File: src/hw/rtl/grid_best_first_path_search_macros.svh
// Assertion macros shared by the path search RTL.
// Depends on nothing; included by the top level.
`ifndef GRID_BEST_FIRST_PATH_SEARCH_MACROS_SVH
`define GRID_BEST_FIRST_PATH_SEARCH_MACROS_SVH

// Implication checked on every rising clock edge outside reset.
`define GBF_ASSERT_IMP(label, clk, rst_n, ante, cons, msg) \
    label: assert property (@(posedge clk) disable iff (!rst_n) (ante) |-> (cons)) \
        else $error(msg);

// Next-cycle implication checked outside reset.
`define GBF_ASSERT_NEXT(label, clk, rst_n, ante, cons, msg) \
    label: assert property (@(posedge clk) disable iff (!rst_n) (ante) |=> (cons)) \
        else $error(msg);

`endif

File: src/hw/rtl/gbfps_pkg.sv
// Shared types and constants for the grid path search.
// Depends on nothing.
package gbfps_pkg;

    localparam int GridWidthDef  = 8;
    localparam int GridHeightDef = 8;
    localparam int Cells         = 64;
    localparam int IdxW          = 6;
    localparam int GW            = 6;
    localparam int FW            = 8;

    localparam logic KIND_WRITE  = 1'b0;
    localparam logic KIND_SEARCH = 1'b1;

    typedef enum logic [3:0] {
        ST_IDLE,
        ST_CLEAR,
        ST_EXP_RD,
        ST_EXP_WR,
        ST_SCAN,
        ST_SCAN_END,
        ST_TRACE,
        ST_EMIT,
        ST_FAIL
    } state_t;

    // Cell record kept in the node memory
    typedef struct packed {
        logic [GW-1:0]   g;
        logic [FW-1:0]   f;
        logic [IdxW-1:0] parent;
    } node_t;

    // Neighbor offsets, tried in order
    function automatic logic signed [1:0] nb_dx(input logic [2:0] k);
        case (k)
            3'd0, 3'd1: nb_dx = 2'sd1;
            3'd2, 3'd3: nb_dx = 2'sd0;
            default:    nb_dx = -2'sd1;
        endcase
    endfunction

    function automatic logic signed [1:0] nb_dy(input logic [2:0] k);
        nb_dy = k[0] ? -2'sd1 : 2'sd1;
    endfunction

endpackage

File: src/hw/rtl/gbfps_node_mem.sv
// Node record memory (g, f, parent) with registered read.
// Depends on gbfps_pkg.
module gbfps_node_mem
(
    input  logic                        clk,
    input  logic                        we,
    input  logic [gbfps_pkg::IdxW-1:0]  waddr,
    input  gbfps_pkg::node_t            wdata,
    input  logic [gbfps_pkg::IdxW-1:0]  raddr,
    output gbfps_pkg::node_t            rdata
);
    gbfps_pkg::node_t mem [gbfps_pkg::Cells];

    // Write and registered read
    always_ff @(posedge clk)
    begin
        if (we)
        begin
            mem[waddr] <= wdata;
        end
        rdata <= mem[raddr];
    end
endmodule

File: src/hw/rtl/gbfps_map_mem.sv
// Free-cell map with valid bits cleared at reset; registered read.
// Depends on gbfps_pkg.
module gbfps_map_mem
(
    input  logic                        clk,
    input  logic                        rst_n,
    input  logic                        we,
    input  logic [gbfps_pkg::IdxW-1:0]  waddr,
    input  logic                        wdata,
    input  logic [gbfps_pkg::IdxW-1:0]  raddr,
    output logic                        rdata
);
    logic [gbfps_pkg::Cells-1:0] free_reg;

    // Hold free bits; reset blocks every cell
    always_ff @(posedge clk or negedge rst_n)
    begin
        if (!rst_n)
        begin
            free_reg <= '0;
            rdata    <= 1'b0;
        end
        else
        begin
            if (we)
            begin
                free_reg[waddr] <= wdata;
            end
            rdata <= free_reg[raddr];
        end
    end
endmodule

File: src/hw/rtl/grid_best_first_path_search.sv
// Top level of the grid best-first path search.
// Depends on gbfps_pkg, gbfps_node_mem, gbfps_map_mem and the macro header.
//
//  channel   dir  tdata                                       tuser  tlast
//  s_axis    in   cell_x/y, cell_free, start_x/y, goal_x/y     kind   -
//  m_axis    out  point_x, point_y                            found  last
//
// A cell write updates the map. A search clears open/closed marks and seeds the
// start node, then per expansion reads and updates each of the six neighbors and
// scans all 64 cells in turn for the open cell with the lowest f; the scan dominates.
// Path trace stores each point and fetches its parent, then one result per accepted beat.
// Reset clears control state and the map; output stalls hold the emitter.
`include "grid_best_first_path_search_macros.svh"
module grid_best_first_path_search
#(
    parameter int GRID_WIDTH  = gbfps_pkg::GridWidthDef,
    parameter int GRID_HEIGHT = gbfps_pkg::GridHeightDef
)
(
    input  logic        clk,
    input  logic        rst_n,
    input  logic        s_axis_tvalid,
    output logic        s_axis_tready,
    // cell_x, cell_y, cell_free, start_x, start_y, goal_x, goal_y; 5 pad
    input  logic [23:0] s_axis_tdata,
    // kind
    input  logic        s_axis_tuser,
    output logic        m_axis_tvalid,
    input  logic        m_axis_tready,
    // point_x, point_y; 2 pad
    output logic [7:0]  m_axis_tdata,
    // found
    output logic        m_axis_tuser,
    output logic        m_axis_tlast
);
    localparam int IW = gbfps_pkg::IdxW;

    gbfps_pkg::state_t state_reg, state_next;

    logic [63:0]   open_reg, open_next, closed_reg, closed_next;
    logic [2:0]    sx_reg, sy_reg, gx_reg, gy_reg, sx_next, sy_next, gx_next, gy_next;
    logic [2:0]    cx_reg, cy_reg, cx_next, cy_next;
    logic [IW-1:0] cur_reg, cur_next;
    logic [2:0]    k_reg, k_next;
    logic [IW-1:0] scan_reg, scan_next;
    logic [IW-1:0] best_reg, best_next;
    logic [7:0]    bf_reg, bf_next;
    logic          bv_reg, bv_next;
    logic [5:0]    curg_reg, curg_next;
    logic [IW-1:0] path_reg [64];
    logic [6:0]    n_reg, n_next;
    logic [IW-1:0] p_reg, p_next;
    logic          tv_reg, tv_next;
    logic [7:0]    td_reg, td_next;
    logic          tu_reg, tu_next;
    logic          tl_reg, tl_next;
    logic          pw_en;
    logic [IW-1:0] pw_data;
    logic [IW-1:0] nd_ra_q;

    // Node and map memories
    logic             nd_we, mp_we, mp_wd;
    logic [IW-1:0]    nd_wa, nd_ra, mp_wa, mp_ra;
    gbfps_pkg::node_t nd_wd, nd_rd;
    logic             mp_rd;

    gbfps_node_mem u_node (.clk(clk), .we(nd_we), .waddr(nd_wa), .wdata(nd_wd),
                           .raddr(nd_ra), .rdata(nd_rd));
    gbfps_map_mem u_map (.clk(clk), .rst_n(rst_n), .we(mp_we), .waddr(mp_wa),
                         .wdata(mp_wd), .raddr(mp_ra), .rdata(mp_rd));

    // Input fields
    logic       in_kind, in_free;
    logic [2:0] in_cx, in_cy, in_sx, in_sy, in_gx, in_gy;
    assign in_kind = s_axis_tuser;
    assign in_cx   = s_axis_tdata[2:0];
    assign in_cy   = s_axis_tdata[5:3];
    assign in_free = s_axis_tdata[6];
    assign in_sx   = s_axis_tdata[9:7];
    assign in_sy   = s_axis_tdata[12:10];
    assign in_gx   = s_axis_tdata[15:13];
    assign in_gy   = s_axis_tdata[18:16];

    // Cell address: row in the upper bits, column in the lower bits
    function automatic logic [IW-1:0] idx(input logic [2:0] x, input logic [2:0] y);
        idx = {y, x};
    endfunction

    // Neighbor coordinates
    logic signed [4:0] nx_s, ny_s;
    logic              nb_in;
    logic [2:0]        nx, ny;
    logic [IW-1:0]     nb_idx;
    logic signed [7:0] ddx, ddy;
    logic [7:0]        hval, fval;
    logic [5:0]        gval;
    assign nx_s  = 5'(signed'({2'b00, cx_reg})) + 5'(gbfps_pkg::nb_dx(k_reg));
    assign ny_s  = 5'(signed'({2'b00, cy_reg})) + 5'(gbfps_pkg::nb_dy(k_reg));
    assign nb_in = (nx_s >= 0) && (nx_s < 5'(GRID_WIDTH))
                && (ny_s >= 0) && (ny_s < 5'(GRID_HEIGHT));
    assign nx    = nx_s[2:0];
    assign ny    = ny_s[2:0];
    assign nb_idx = idx(nx, ny);
    assign ddx   = signed'({5'b00000, nx}) - signed'({5'b00000, gx_reg});
    assign ddy   = signed'({5'b00000, ny}) - signed'({5'b00000, gy_reg});
    assign hval  = 8'(ddx * ddx) + 8'(ddy * ddy);
    assign gval  = curg_reg + 6'd1;
    assign fval  = 8'({2'b00, gval}) + hval;

    logic at_goal, s_in, g_in;
    assign at_goal = (cx_reg == gx_reg) && (cy_reg == gy_reg);
    assign s_in = (32'(in_sx) < GRID_WIDTH) && (32'(in_sy) < GRID_HEIGHT);
    assign g_in = (32'(in_gx) < GRID_WIDTH) && (32'(in_gy) < GRID_HEIGHT);

    logic [IW-1:0] start_idx, goal_idx;
    assign start_idx = idx(sx_reg, sy_reg);
    assign goal_idx  = idx(gx_reg, gy_reg);

    logic out_free;
    assign out_free = !tv_reg || m_axis_tready;
    assign s_axis_tready = (state_reg == gbfps_pkg::ST_IDLE);

    // Next state
    always_comb
    begin
        state_next = state_reg;
        open_next = open_reg; closed_next = closed_reg;
        sx_next = sx_reg; sy_next = sy_reg; gx_next = gx_reg; gy_next = gy_reg;
        cx_next = cx_reg; cy_next = cy_reg; cur_next = cur_reg; k_next = k_reg;
        scan_next = scan_reg; best_next = best_reg; bf_next = bf_reg; bv_next = bv_reg;
        curg_next = curg_reg; n_next = n_reg; p_next = p_reg;
        tv_next = tv_reg; td_next = td_reg; tu_next = tu_reg; tl_next = tl_reg;
        nd_we = 1'b0; nd_wa = nb_idx; nd_wd = '0; nd_ra = nb_idx;
        mp_we = 1'b0; mp_wa = idx(in_cx, in_cy); mp_wd = in_free; mp_ra = nb_idx;
        pw_en = 1'b0; pw_data = p_reg;
        if (tv_reg && m_axis_tready)
        begin
            tv_next = 1'b0;
        end
        case (state_reg)
            gbfps_pkg::ST_IDLE:
            begin
                if (s_axis_tvalid)
                begin
                    if (in_kind == gbfps_pkg::KIND_WRITE)
                    begin
                        mp_we = (32'(in_cx) < GRID_WIDTH) && (32'(in_cy) < GRID_HEIGHT);
                    end
                    else
                    begin
                        sx_next = in_sx; sy_next = in_sy; gx_next = in_gx; gy_next = in_gy;
                        state_next = (s_in && g_in) ? gbfps_pkg::ST_CLEAR
                                                    : gbfps_pkg::ST_FAIL;
                    end
                end
            end
            gbfps_pkg::ST_CLEAR:
            begin
                // drop marks, seed the start node
                open_next = '0;
                closed_next = '0;
                closed_next[start_idx] = 1'b1;
                nd_we = 1'b1; nd_wa = start_idx;
                nd_wd = '{g: '0, f: '0, parent: start_idx};
                cx_next = sx_reg; cy_next = sy_reg; cur_next = start_idx;
                curg_next = '0; k_next = '0;
                state_next = gbfps_pkg::ST_EXP_RD;
            end
            gbfps_pkg::ST_EXP_RD:
            begin
                nd_ra = nb_idx; mp_ra = nb_idx;
                state_next = gbfps_pkg::ST_EXP_WR;
            end
            gbfps_pkg::ST_EXP_WR:
            begin
                // update the neighbor when it improves
                if (nb_in && mp_rd && !closed_reg[nb_idx]
                    && (!open_reg[nb_idx] || fval < nd_rd.f))
                begin
                    open_next[nb_idx] = 1'b1;
                    nd_we = 1'b1; nd_wa = nb_idx;
                    nd_wd = '{g: gval, f: fval, parent: cur_reg};
                end
                k_next = k_reg + 3'd1;
                if (k_reg == 3'd5)
                begin
                    if (at_goal)
                    begin
                        p_next = goal_idx; n_next = '0;
                        state_next = gbfps_pkg::ST_TRACE;
                    end
                    else
                    begin
                        scan_next = '0; bv_next = 1'b0;
                        state_next = gbfps_pkg::ST_SCAN;
                    end
                end
                else
                begin
                    state_next = gbfps_pkg::ST_EXP_RD;
                end
            end
            gbfps_pkg::ST_SCAN:
            begin
                // x-outer scan order: scan = {x, y}; cells off the grid are never open
                nd_ra = idx(scan_reg[5:3], scan_reg[2:0]);
                state_next = gbfps_pkg::ST_SCAN_END;
            end
            gbfps_pkg::ST_SCAN_END:
            begin
                if (open_reg[nd_ra_q] && (!bv_reg || nd_rd.f < bf_reg))
                begin
                    bv_next = 1'b1; best_next = nd_ra_q; bf_next = nd_rd.f;
                    curg_next = nd_rd.g;
                end
                scan_next = scan_reg + 6'd1;
                if (scan_reg == 6'd63)
                begin
                    if (!bv_next)
                    begin
                        state_next = gbfps_pkg::ST_FAIL;
                    end
                    else
                    begin
                        cur_next = best_next;
                        cx_next = best_next[2:0];
                        cy_next = best_next[5:3];
                        open_next[best_next] = 1'b0;
                        closed_next[best_next] = 1'b1;
                        k_next = '0;
                        state_next = gbfps_pkg::ST_EXP_RD;
                    end
                end
                else
                begin
                    state_next = gbfps_pkg::ST_SCAN;
                end
            end
            gbfps_pkg::ST_TRACE:
            begin
                // push one point, fetch its parent
                if (k_reg[0] == 1'b0)
                begin
                    pw_en = 1'b1; pw_data = p_reg;
                    n_next = n_reg + 7'd1;
                    nd_ra = p_reg;
                    k_next = 3'd1;
                end
                else
                begin
                    k_next = 3'd0;
                    if (nd_rd.parent == start_idx || n_reg == 7'd64)
                    begin
                        state_next = gbfps_pkg::ST_EMIT;
                    end
                    else
                    begin
                        p_next = nd_rd.parent;
                    end
                end
            end
            gbfps_pkg::ST_EMIT:
            begin
                if (out_free)
                begin
                    tv_next = 1'b1;
                    td_next = {2'b00, path_reg[n_reg[5:0] - 6'd1]};
                    tu_next = 1'b1;
                    tl_next = (n_reg == 7'd1);
                    n_next = n_reg - 7'd1;
                    if (n_reg == 7'd1)
                    begin
                        state_next = gbfps_pkg::ST_IDLE;
                    end
                end
            end
            gbfps_pkg::ST_FAIL:
            begin
                if (out_free)
                begin
                    tv_next = 1'b1; td_next = '0; tu_next = 1'b0; tl_next = 1'b1;
                    state_next = gbfps_pkg::ST_IDLE;
                end
            end
            default:
            begin
                state_next = gbfps_pkg::ST_IDLE;
            end
        endcase
    end

    // Registered scan address for the compare cycle, and path point storage
    always_ff @(posedge clk)
    begin
        nd_ra_q <= nd_ra;
        if (pw_en)
        begin
            path_reg[n_reg[5:0]] <= pw_data;
        end
    end

    // Payload registers
    always_ff @(posedge clk)
    begin
        sx_reg <= sx_next; sy_reg <= sy_next; gx_reg <= gx_next; gy_reg <= gy_next;
        cx_reg <= cx_next; cy_reg <= cy_next; cur_reg <= cur_next;
        best_reg <= best_next; bf_reg <= bf_next; curg_reg <= curg_next;
        p_reg <= p_next; td_reg <= td_next; tu_reg <= tu_next; tl_reg <= tl_next;
    end

    // Control registers
    always_ff @(posedge clk or negedge rst_n)
    begin
        if (!rst_n)
        begin
            state_reg <= gbfps_pkg::ST_IDLE;
            open_reg <= '0; closed_reg <= '0;
            k_reg <= '0; scan_reg <= '0; bv_reg <= 1'b0; n_reg <= '0; tv_reg <= 1'b0;
        end
        else
        begin
            state_reg <= state_next;
            open_reg <= open_next; closed_reg <= closed_next;
            k_reg <= k_next; scan_reg <= scan_next; bv_reg <= bv_next;
            n_reg <= n_next; tv_reg <= tv_next;
        end
    end

    assign m_axis_tvalid = tv_reg;
    assign m_axis_tdata  = td_reg;
    assign m_axis_tuser  = tu_reg;
    assign m_axis_tlast  = tl_reg;

    `GBF_ASSERT_IMP(a_no_open_closed, clk, rst_n, 1'b1, (open_reg & closed_reg) == '0,
        "cell both open and closed")
    `GBF_ASSERT_NEXT(a_out_hold, clk, rst_n, tv_reg && !m_axis_tready,
        tv_reg && $stable(td_reg), "result dropped under stall")
    `GBF_ASSERT_IMP(a_ready_idle, clk, rst_n, s_axis_tready,
        state_reg == gbfps_pkg::ST_IDLE, "request taken while busy")
endmodule

File: config.mk
export PLATFORM = sky130hd
export DESIGN_NAME = grid_best_first_path_search
export DESIGN_NICKNAME = d
export VERILOG_FILES = /design/src/hw/rtl/gbfps_pkg.sv /design/src/hw/rtl/gbfps_node_mem.sv /design/src/hw/rtl/gbfps_map_mem.sv /design/src/hw/rtl/grid_best_first_path_search.sv
export VERILOG_INCLUDE_DIRS = /design/src /design/src/hw/rtl
export SDC_FILE = /design/constraint.sdc
export NUM_CORES = 2
export LEC_CHECK = 0
export ABC_AREA = 1
export BUFFER_PORTS_ARGS = -buffer_cell sky130_fd_sc_hd__buf_2
export CAP_MARGIN = 20
export CORE_ASPECT_RATIO = 1.4
export CORE_UTILIZATION = 65
export CTS_CLUSTER_SIZE = 8
export DETAILED_ROUTE_END_ITERATION = 8
export GPL_TIMING_DRIVEN = 0
export PLACE_DENSITY = 0.84
export RECOVER_POWER = 100
export SYNTH_ARGS = -nofsm -noshare
export SYNTH_HDL_FRONTEND = slang
export SYNTH_SLANG_ARGS = --single-unit
File: constraint.sdc
create_clock -name clk -period 18.5 [get_ports clk]
set_input_delay 5.55 -clock clk [delete_from_list [all_inputs] [get_ports clk]]
set_output_delay 5.55 -clock clk [all_outputs]
set_load 0.02 [all_outputs]
==> reports/results.txt <==
The run finished, with violations left. The final reports fail on capacitance limit, slew limit. In this run the standard cell core region covers 129,200 sq um.

The worst hold slack was 0.4633 ns; the via count was 65,420. Most used flip-flop cell after synthesis: sky130_fd_sc_hd__edfxtp_1. The number of flip-flops under the largest register name was 1,280.

The worst setup path is captured at a register. The run gives 0 as the total setup violations reported at the end of the flow. Adding up every negative setup slack in the final design gives 0 ns. Horizontal extent of the die: 307.1 microns. In the post-synthesis netlist, the biggest area contributors are sky130_fd_sc_hd__edfxtp_1 61%, sky130_fd_sc_hd__dfrtp_1 6.3%, sky130_fd_sc_hd__nor2_1 5.8%, sky130_fd_sc_hd__o21ai_0 4.7%, sky130_fd_sc_hd__nand2_1 4.3%. The Yosys step of the flow raised 0 warnings. The worst hold path was traced through 0 stages. The count of distinct cell types in the synthesized netlist is 61, and the number of DRC violations after detailed routing is 0.

At the worst endpoint, the required time is 18.89 ns. The count of flip-flops with a built-in enable after synthesis came out at 1,716. The top-area cell type share of the netlist area came out at 0.6082. In this run the cell area of the synthesized design comes to 84,730 sq um. The tools report the number of setup buffers added after CTS as 0. For the net count reported at finish, the log shows 7,989.

The overall fraction of global-route tracks in use was 0.4153. The period utilization was 0.7904. The count of buffers from port buffering was 33; the number of DRC violations after detailed-routing iteration 0 was 9,993.

The detailed placement HPWL is 184,800 microns, and the count of standard-cell rows is 156. The largest driver fanout on the critical path was 33; the worst reg2reg path depth was 41. The clock passes through at most 4 buffers. The tightest min-delay check is of the register to register type. The highest cell delay on the worst timing path works out to 2.25 ns. In this run the number of H-tree levels came out at 5.

Share of the yosys chip area belonging to registers: 0.6778. Setup repair after global routing left no endpoint under its margin. For the count of pins over their slew limit, the log shows 1,447.

Cell count after synthesis: 7,415. The worst setup path is launched from a register. The run gives 64,440 as the number of global-route vias before repair.

Across the run, the number of max-cap violations was 45. The post-synthesis compound-gate area fraction works out to 0.1274. For the final database, setup skew stands at 0.07145 ns. The async set-reset flop share out of synthesis is 0.1099, and the mux contribution to synthesized area is 0.005671.

The number of filler instances in the final layout was 8,306. After synthesis, the most frequently instantiated cells are 1,716 x sky130_fd_sc_hd__edfxtp_1, 1,318 x sky130_fd_sc_hd__nor2_1, 978 x sky130_fd_sc_hd__nand2_1. The cell repeated most along the worst path was sky130_fd_sc_hd__inv_1.

For the pin with the worst max-slew slack, the measured transition is 4.395 ns. Measured along the y axis, the die boundary spans 429.2 microns. Counting flops and latches in the post-synthesis netlist gives 1,957. The xor and xnor area share after synthesis is 0.002688, and the post-placement setup slack is 7.177 ns. The routed design has 274,900 microns of wire.

Pin placement for this block handled 41 I/O pins. The post-CTS clock slew at the launch and capture registers of the worst setup and hold paths is 0.05 ns, and the final hold violation count is 0. The clock net sink count is 1,957, and the count of nets left with antenna violations after detail routing is 0.

Routability-driven placement finished with a final weighted congestion of 1.028. Summing all multi-input logic gate instances after layout gives 23,900 sq um. TritonCTS built the clock tree. The number of antenna violations at the first check in global routing is 13, and the pin count of the biggest net entering global routing is 77.

The logs give 15.01 ns for the worst path arrival time and 294 for the number of buffers created by CTS. Compared with the post-synthesis result, the final layout area differs by 12.21%. The adder-cell area share of the yosys netlist was 0.01689; the post-route minimum period was 14.62 ns. The tools report the source-to-sink clock delay at the later pin of the worst-skew pair as 0.95 ns. The share of cells above drive strength 1 works out to 0.06181. Before antenna repair, the detailed router went through 7 iterations. The cts-stage hold buffer count was 0. Library cell contributing the largest single delay on the critical path: sky130_fd_sc_hd__nor2_1.

The run gives -1.930 as the normalized max-slew margin. The fmax came out at 0.06839 GHz. The share of synthesized cell area in and, or, nand and nor gates was 0.1315; the per-cell routed wire length was 28.43 microns. The run gives 57,430 sq um as the area of all sequential standard cells. Critical path class: register to register. CTS placed an instance of sky130_fd_sc_hd__clkbuf_16 at the clock tree root. The dominant cell type by area after synthesis is sky130_fd_sc_hd__edfxtp_1.

The die area came out at 131,800 sq um. Main combinational cell family by area after synthesis: simple AND/OR/NAND/NOR gates. The first global-routing pass estimated 400,800 microns of wire.

Each instance of the synthesized netlist takes up on average 11.43 sq um. Initial standard-cell utilization of the core: 0.6557. The total overflow left after global routing is 0. Across all setup checks in the final design, the least slack found is 3.878 ns.

The tools report the post-cts gate resize count as 0. In the post-synthesis netlist, the cell with the most instances is sky130_fd_sc_hd__edfxtp_1. The vias per cell was 6.764.
## per-layer routing
layer,share of wire,vias up,global-route usage
met5,0.00036,-,0
met4,0.092,14,0.3231
met3,0.11,1404,0.09744
met2,0.48,5517,0.6754
met1,0.32,30850,0.4739
li1,-,27630,-
## cells by family after synthesis
group | after synthesis
xor gates and xnor gates | 26
adders and majority gates | 97
buffers and inverters | 765
AOI/OAI and AO/OA | 1774
other | 1
muxes | 48
DFF | 1957
and+or+nand+nor | 2747
## through the flow
step	cell area, sq um	std cells	util
2_1_floorplan	84730	7416	-
3_3_place_gp	87070	9187	0.6739
3_5_place_dp	89600	9302	0.6934
4_1_cts	97410	9663	0.7539
5_1_grt	95060	9668	0.7357
6_report	95070	9671	0.7358
## path summary, 6_finish.rpt
path | from | to | slack, ns
setup / recovery | k_reg[0] | u_node.mem[63][10] | 3.88
hold / removal | u_node.rdata[6] | bf_reg[0] | 0.46
setup reg to reg | k_reg[0] | u_node.mem[63][10] | 3.88
hold reg to reg | u_node.rdata[6] | bf_reg[0] | 0.46
max in group asynchronous | rst_n | n_reg[6] | 6.88
min in group asynchronous | rst_n | u_map.free_reg[9] | 6.01
## placed cells by master (no fill, tap or decap), types with 212 or more instances in the layout
| cell type | count |
|---|---|
| sky130_fd_sc_hd__nor2_1 | 1330 |
| sky130_fd_sc_hd__inv_1 | 264 |
| sky130_fd_sc_hd__dfrtp_1 | 215 |
| sky130_fd_sc_hd__nand3_1 | 312 |
| sky130_fd_sc_hd__o211ai_1 | 212 |
| sky130_fd_sc_hd__nand2_1 | 992 |
| sky130_fd_sc_hd__clkbuf_1 | 522 |
| sky130_fd_sc_hd__clkbuf_16 | 300 |
| sky130_fd_sc_hd__o21ai_0 | 806 |
| sky130_fd_sc_hd__edfxtp_1 | 1716 |
## critical path, delay by kind of cell (launching register included)
family | cells | cell delay [ns]
adders and majority gates | 10 | 4.35
AOI/OAI and AO/OA | 4 | 0.67
xor gates and xnor gates | 2 | 0.44
DFF | 1 | 0.59
buffers and inverters | 12 | 4.05
and+or+nand+nor | 13 | 3.97
## layout make-up
cell class,instances,area share
multi-input combinational,4694,0.2513
sequential,1957,0.6041
antenna,5,0.0001316
inverter,282,0.01121
tap,1738,0.02287
clock buffer,353,0.08106
timing repair buffer,151,0.006436
clock inverter,8,0.001132
buffer,483,0.02174
Power is left out: the tool's default activity adds up to more than one toggle a clock period on the data nets, which glitch-free logic cannot reach.
